## config.mk

```make
export PLATFORM = sky130hd
export DESIGN_NAME = twsm_ctrl
export DESIGN_NICKNAME = d
export VERILOG_FILES = /design/src/twsm_pkg.sv /design/src/twsm_ctrl.sv
export SDC_FILE = /design/constraint.sdc
export NUM_CORES = 1
export LEC_CHECK = 0
export ABC_AREA = 1
export BUFFER_PORTS_ARGS = -buffer_cell sky130_fd_sc_hd__buf_2
export CAP_MARGIN = 20
export CORE_AREA = 2 2 39 41
export DETAILED_ROUTE_END_ITERATION = 6
export DIE_AREA = 0 0 41 43
export HOLD_SLACK_MARGIN = 0.02
export PLACE_DENSITY = 0.3
export SLEW_MARGIN = 10
export SYNTH_ARGS = -nofsm -noshare
export SYNTH_HDL_FRONTEND = slang
export SYNTH_SLANG_ARGS = --single-unit
```

## constraint.sdc

```tcl
create_clock -name clock -period 1.5 [get_ports clock]
set_input_delay 0.225 -clock clock [delete_from_list [all_inputs] [get_ports clock]]
set_output_delay 0.225 -clock clock [all_outputs]
set_load 0.05 [all_outputs]
```

## src/twsm_pkg.sv

```systemverilog
// ----------------------------------------------------------------------------
// twsm_pkg
// Shared types and constants of the trie word set: node pool size, alphabet,
// table geometry, result codes, controller states and the command and status
// words between controller and datapath.
// ----------------------------------------------------------------------------
`default_nettype none

package twsm_pkg;

   // Trie geometry
   localparam int NODE_COUNT    = 4096;
   localparam int ALPHABET_SIZE = 26;
   localparam int SLOT_COUNT    = NODE_COUNT * ALPHABET_SIZE;

   // Widths
   localparam int NODE_W   = $clog2(NODE_COUNT);
   localparam int USED_W   = $clog2(NODE_COUNT + 1);
   localparam int SLOT_W   = $clog2(SLOT_COUNT);
   localparam int LETTER_W = 5;
   localparam int COUNT_W  = 16;
   localparam int STATUS_W = 2;

   // Result codes
   typedef enum logic [STATUS_W-1:0] {
      STATUS_INSERTED  = 2'd0,
      STATUS_FOUND     = 2'd1,
      STATUS_NOT_FOUND = 2'd2,
      STATUS_FULL      = 2'd3
   } status_type;

   // Controller states
   typedef enum logic [1:0] {
      ST_CLEAR,
      ST_IDLE,
      ST_WALK,
      ST_MARK
   } state_type;

   // Controller to datapath
   typedef struct packed {
      logic clear;   // zero one table entry and advance the sweep
      logic accept;  // take a letter and read its child link
      logic step;    // resolve the child link, finish insert or miss
      logic finish;  // decide a query from the word-end mark
   } dp_cmd_type;

   // Datapath to controller
   typedef struct packed {
      logic clear_done;  // last table entry is being zeroed
      logic need_mark;   // query word walked fully, mark read issued
   } dp_stat_type;

endpackage

`default_nettype wire

```

## src/twsm_ctrl.sv

```systemverilog
// ----------------------------------------------------------------------------
// twsm_ctrl
// Controller of the trie word set: clearing sweep after reset, then one
// walk step per word and an extra mark lookup for query words that reach a node.
// ----------------------------------------------------------------------------
`default_nettype none

module twsm_ctrl
   import twsm_pkg::*;
(
   input  wire logic        clock,
   input  wire logic        reset,
   input  wire logic        start,
   output logic             busy,
   input  wire dp_stat_type stat,
   output dp_cmd_type       cmd
);

   state_type state_ff;
   state_type state_in;

   // Hold state
   always_ff @(posedge clock) begin
      if (reset) begin
         state_ff <= ST_CLEAR;
      end else begin
         state_ff <= state_in;
      end
   end

   // Next state
   always_comb begin
      state_in = state_ff;
      case (state_ff)
         ST_CLEAR: begin
            if (stat.clear_done) state_in = ST_IDLE;
         end
         ST_IDLE: begin
            if (start) state_in = ST_WALK;
         end
         ST_WALK: begin
            state_in = stat.need_mark ? ST_MARK : ST_IDLE;
         end
         ST_MARK: begin
            state_in = ST_IDLE;
         end
         default: begin
            state_in = ST_CLEAR;
         end
      endcase
   end

   // Outputs
   always_comb begin
      cmd  = '0;
      busy = 1'b1;
      case (state_ff)
         ST_CLEAR: begin
            cmd.clear = 1'b1;
         end
         ST_IDLE: begin
            busy       = 1'b0;
            cmd.accept = start;
         end
         ST_WALK: begin
            cmd.step = 1'b1;
         end
         ST_MARK: begin
            cmd.finish = 1'b1;
         end
         default: begin
            busy = 1'b1;
         end
      endcase
   end

endmodule

`default_nettype wire

```

======== Word level (Yosys, flattened, before mapping) ========
Index checks and enable logic that the tools add are counted.
operators by class
  reduce and logical (&&, ||, !) cells .... 2
  shifts and indexed selects .............. 0
  add/sub/neg operators ................... 0
  divide/modulo/power cells ............... 0
  bitwise operators ....................... 0
  eq/ne operators ......................... 5
  $lt $le $gt $ge ......................... 0
  multipliers ............................. 0
  mux-type cells .......................... 9
operators by type and width
  kind                                                              count
  2-bit case mux with 4 select lines                                1
  2-bit 2-to-1 mux                                                  3
  1-bit 2-to-1 mux                                                  5
  2-bit == test (second input constant)                             2
  2-bit != test (second input constant)                             2
  2-bit by 1-bit == test with 1-bit output (second input constant)  1
  2-bit zero test                                                   1
  2-bit AND reduction                                               1
word-level totals
  logic and storage cells ................. 17
  flip-flop bits (word level) ............. 2
  input bits .............................. 5
  output and inout bits ................... 5
  memories kept ........................... 0
  latch bits .............................. 0
  memory bits (read-only) ................. 0
  bits in writable memories ............... 0

======== Logic depth before layout (Yosys ltp) ========
  depth in word-level cells ............... 3
  mapped depth ............................ 7

======== Worst setup path before layout ========
No wires, ideal clock.
  kind .................................... register to register
  start ................................... register state_ff[1]
  end ..................................... register state_ff[1]
  cell stages (with the launch flop) ...... 7
  data arrival time ....................... 1.299 ns
  data required time ...................... 1.386 ns
  setup slack ............................. 0.087 ns
  buffers on the path ..................... 0
  path through ............................ dfxtp_1 -> bufinv_8 -> ha_1 -> inv_1 -> nand2_1 -> a21oi_1 -> nor2_1
on the way
  longest elaborated chain between the ends .. 3
  elaborated cells on any way between the ends .. 8
  classes of those cells .................. eq/ne (5); mux (1); reduce/logical (2)
RTL lines
  item                                                                                line             RTL
  start, declared                                                                     twsm_ctrl.sv:19  state_type state_ff;
  start signal, assigned                                                              twsm_ctrl.sv:27  state_ff <= state_in;
  2-bit by 1-bit == test with 1-bit output / 2-bit zero test (equally long branches)  twsm_ctrl.sv:34  case (state_ff)
  2-bit != test (no line)                                                             n/a
  2-bit AND reduction (no line)                                                       n/a
Several ways; a longest one is shown, not always the timed one.
A chain may end at the register's enable or synchronous reset.

==> metrics.txt <==
status complete, no violations; crit path DAT between 1 and 1.5 ns; Synth Register Bits 2; post-synth cell types 9; Post-DRT Antenna Nets 0; worst min-delay path category in -> reg; final setup TNS 0 ns; iteration count of the initial detailed-routing pass 2; count of final max-slew check failures 0; Post-Syn Instances 26; net count after synthesis 35; Vias between 150 and 200; sequential element share of the synthesized area 20.9%; drt total wl ~380 um; TritonCTS clock tree built; post-CTS setup buffers 0; PD cells 1470 nW/um^2; Rel. slew slack 83.4%; yosys warns 0; share of cells above drive strength 1 44.7%; crit path time final about 1.4 ns; RR Startpoint state_ff[1]; I/O Pins 10; crit path launch state_ff[1]; Clock Tree Root clkbuf_4; die footprint 1760 um^2; kind of start point of the critical path flip-flop; CTS Sinks 2; largest net degree at the start of global routing 5; Top Registers state_ff x2; Avg Vias per Cell about 3.3; max reg flops 2; final hold viol count 0; Worst-Skew Late Latency around 0.22 ns; Die H ~43 um; synthesized area around 190 um^2; DRC Markers 0; H-Tree Depth 1; Peak VDD IR 0.430 mV; Worst-Margin Slew roughly 0.25 ns; clock skew between 0.004 and 0.005 ns; vias in the first global route around 150; Rows 14; Port Buf Inserts 9; Core ar. approximately 1400 um^2; syn_area_per_cell roughly 7.4 um^2; wire length per cell about 7.0 um; routability cong. 0.656; die width approximately 41 um; gr usage total about 5.6%; WS Path Type reg -> out; Top reg by flops state_ff; Initial Utilization between 10% and 20%; initial antenna violation count 0; global route overflow 0; Worst Min Path Start reset; worst-path maximum fanout 3; clock slew at reported path FFs 0.03 ns; CTS Buf Count 3; worst-case clock buffer depth 2; P_leak 0.000179 uW; nets between 40 and 50; RSZ-0062 raised after global routing false; Worst Path Required roughly 1.3 ns; critical path endpoint category output port; part of the cycle the worst path needs approximately 95%; fillers between 150 and 200; final setup vio count 0; Max Fclk between 700 and 800 MHz; Detailed Route Iter0 Violations 2; Area Overhead vs Synth 51.0%; Hold WS 0.176 ns; global-route wire length before repair between 500 and 600 um; n_diodes 0; number of max-cap violations 0
[metrics by stage]
step           setup slack, ns  power [uW]  utilization (%)  cells  cell area (um^2)
2_1_floorplan           0.0870         260                -     26               191
3_3_place_gp             0.202         299             18.5     51               256
3_5_place_dp             0.192         298             18.5     51               256
4_1_cts               0.000951         431             20.3     54               282
5_1_grt                0.00677         468             20.9     54               289
6_report                0.0748         426             20.9     54               289
[repair_timing]
action,4_1_cts,5_1_grt
hold buffers,0,0
setup endpoints to repair,1,2
gates resized for setup,1,5
hold endpoints to repair,0,0
[power by group]
| part | leakage (uW) | internal (uW) | switching (uW) |
|---|---|---|---|
| combinational | 0.000148 | 80.3 | 151 |
| clock | 0.0000138 | 88.3 | 30.7 |
| sequential | 0.0000170 | 65.6 | 9.83 |
[cell usage in the layout, fill, tap and decap left out, drive strengths merged]
master and count:
dfxtp 2, clkbuf 3, buf 9, inv 6, a21oi 2, bufinv 1, nand2 10, ha 4
nor2 1
[synthesized netlist by cell type]
| cell type | count | area [um^2] |
|---|---|---|
| dfxtp_1 | 2 | 40.0 |
| ha_1 | 4 | 50.1 |
| nand2_4 | 1 | 11.3 |
| nor2_1 | 1 | 3.75 |
| nand2_2 | 1 | 6.26 |
| bufinv_8 | 1 | 17.5 |
| inv_1 | 6 | 22.5 |
| nand2_1 | 8 | 30.0 |
| a21oi_1 | 2 | 10.0 |
[worst max-delay path, cell delays in order (launching register included)]
cell	delay [ns]
dfxtp_2	0.32
bufinv_8	0.18
ha_1	0.20
nand2_1	0.06
inv_1	0.03
buf_4	0.17
[metal layers]
layer  part of all wire, %  global-route usage, %
met5                     0                      0
met4                     0                   6.00
met3                    11                   6.28
met2                    45                   5.94
met1                    44                   5.10
[path summary, 6_finish.rpt]
kind | end | slack [ns] | cells after the start
worst max register to register | state_ff[1] | 0.36 | 6
worst max-delay path | cmd[2] | 0.07 | 5
worst min-delay path | state_ff[0] | 0.18 | 2
worst min register to register | state_ff[0] | 0.50 | 2
[cell families after synthesis]
family / after synthesis / share of synthesized area [%]
adder cells (fa/ha/maj): 4 / 26.1
AND/OR/NAND/NOR: 11 / 26.8
AO/OA/AOI/OAI: 2 / 5.23
flip-flops: 2 / 20.9
buffers and inverters: 7 / 20.9
[layout make-up]
cell class	count	area, um^2	share of cell area [%]
Multi-Input combinational cell	17	111	38.5
Timing Repair Buffer	9	53.8	18.6
Sequential cell	2	41.3	14.3
Inverter	7	40.0	13.9
Clock buffer	3	22.5	7.79
Tap cell	16	20.0	6.93
Note: power is estimated with default switching activity, not from simulation.
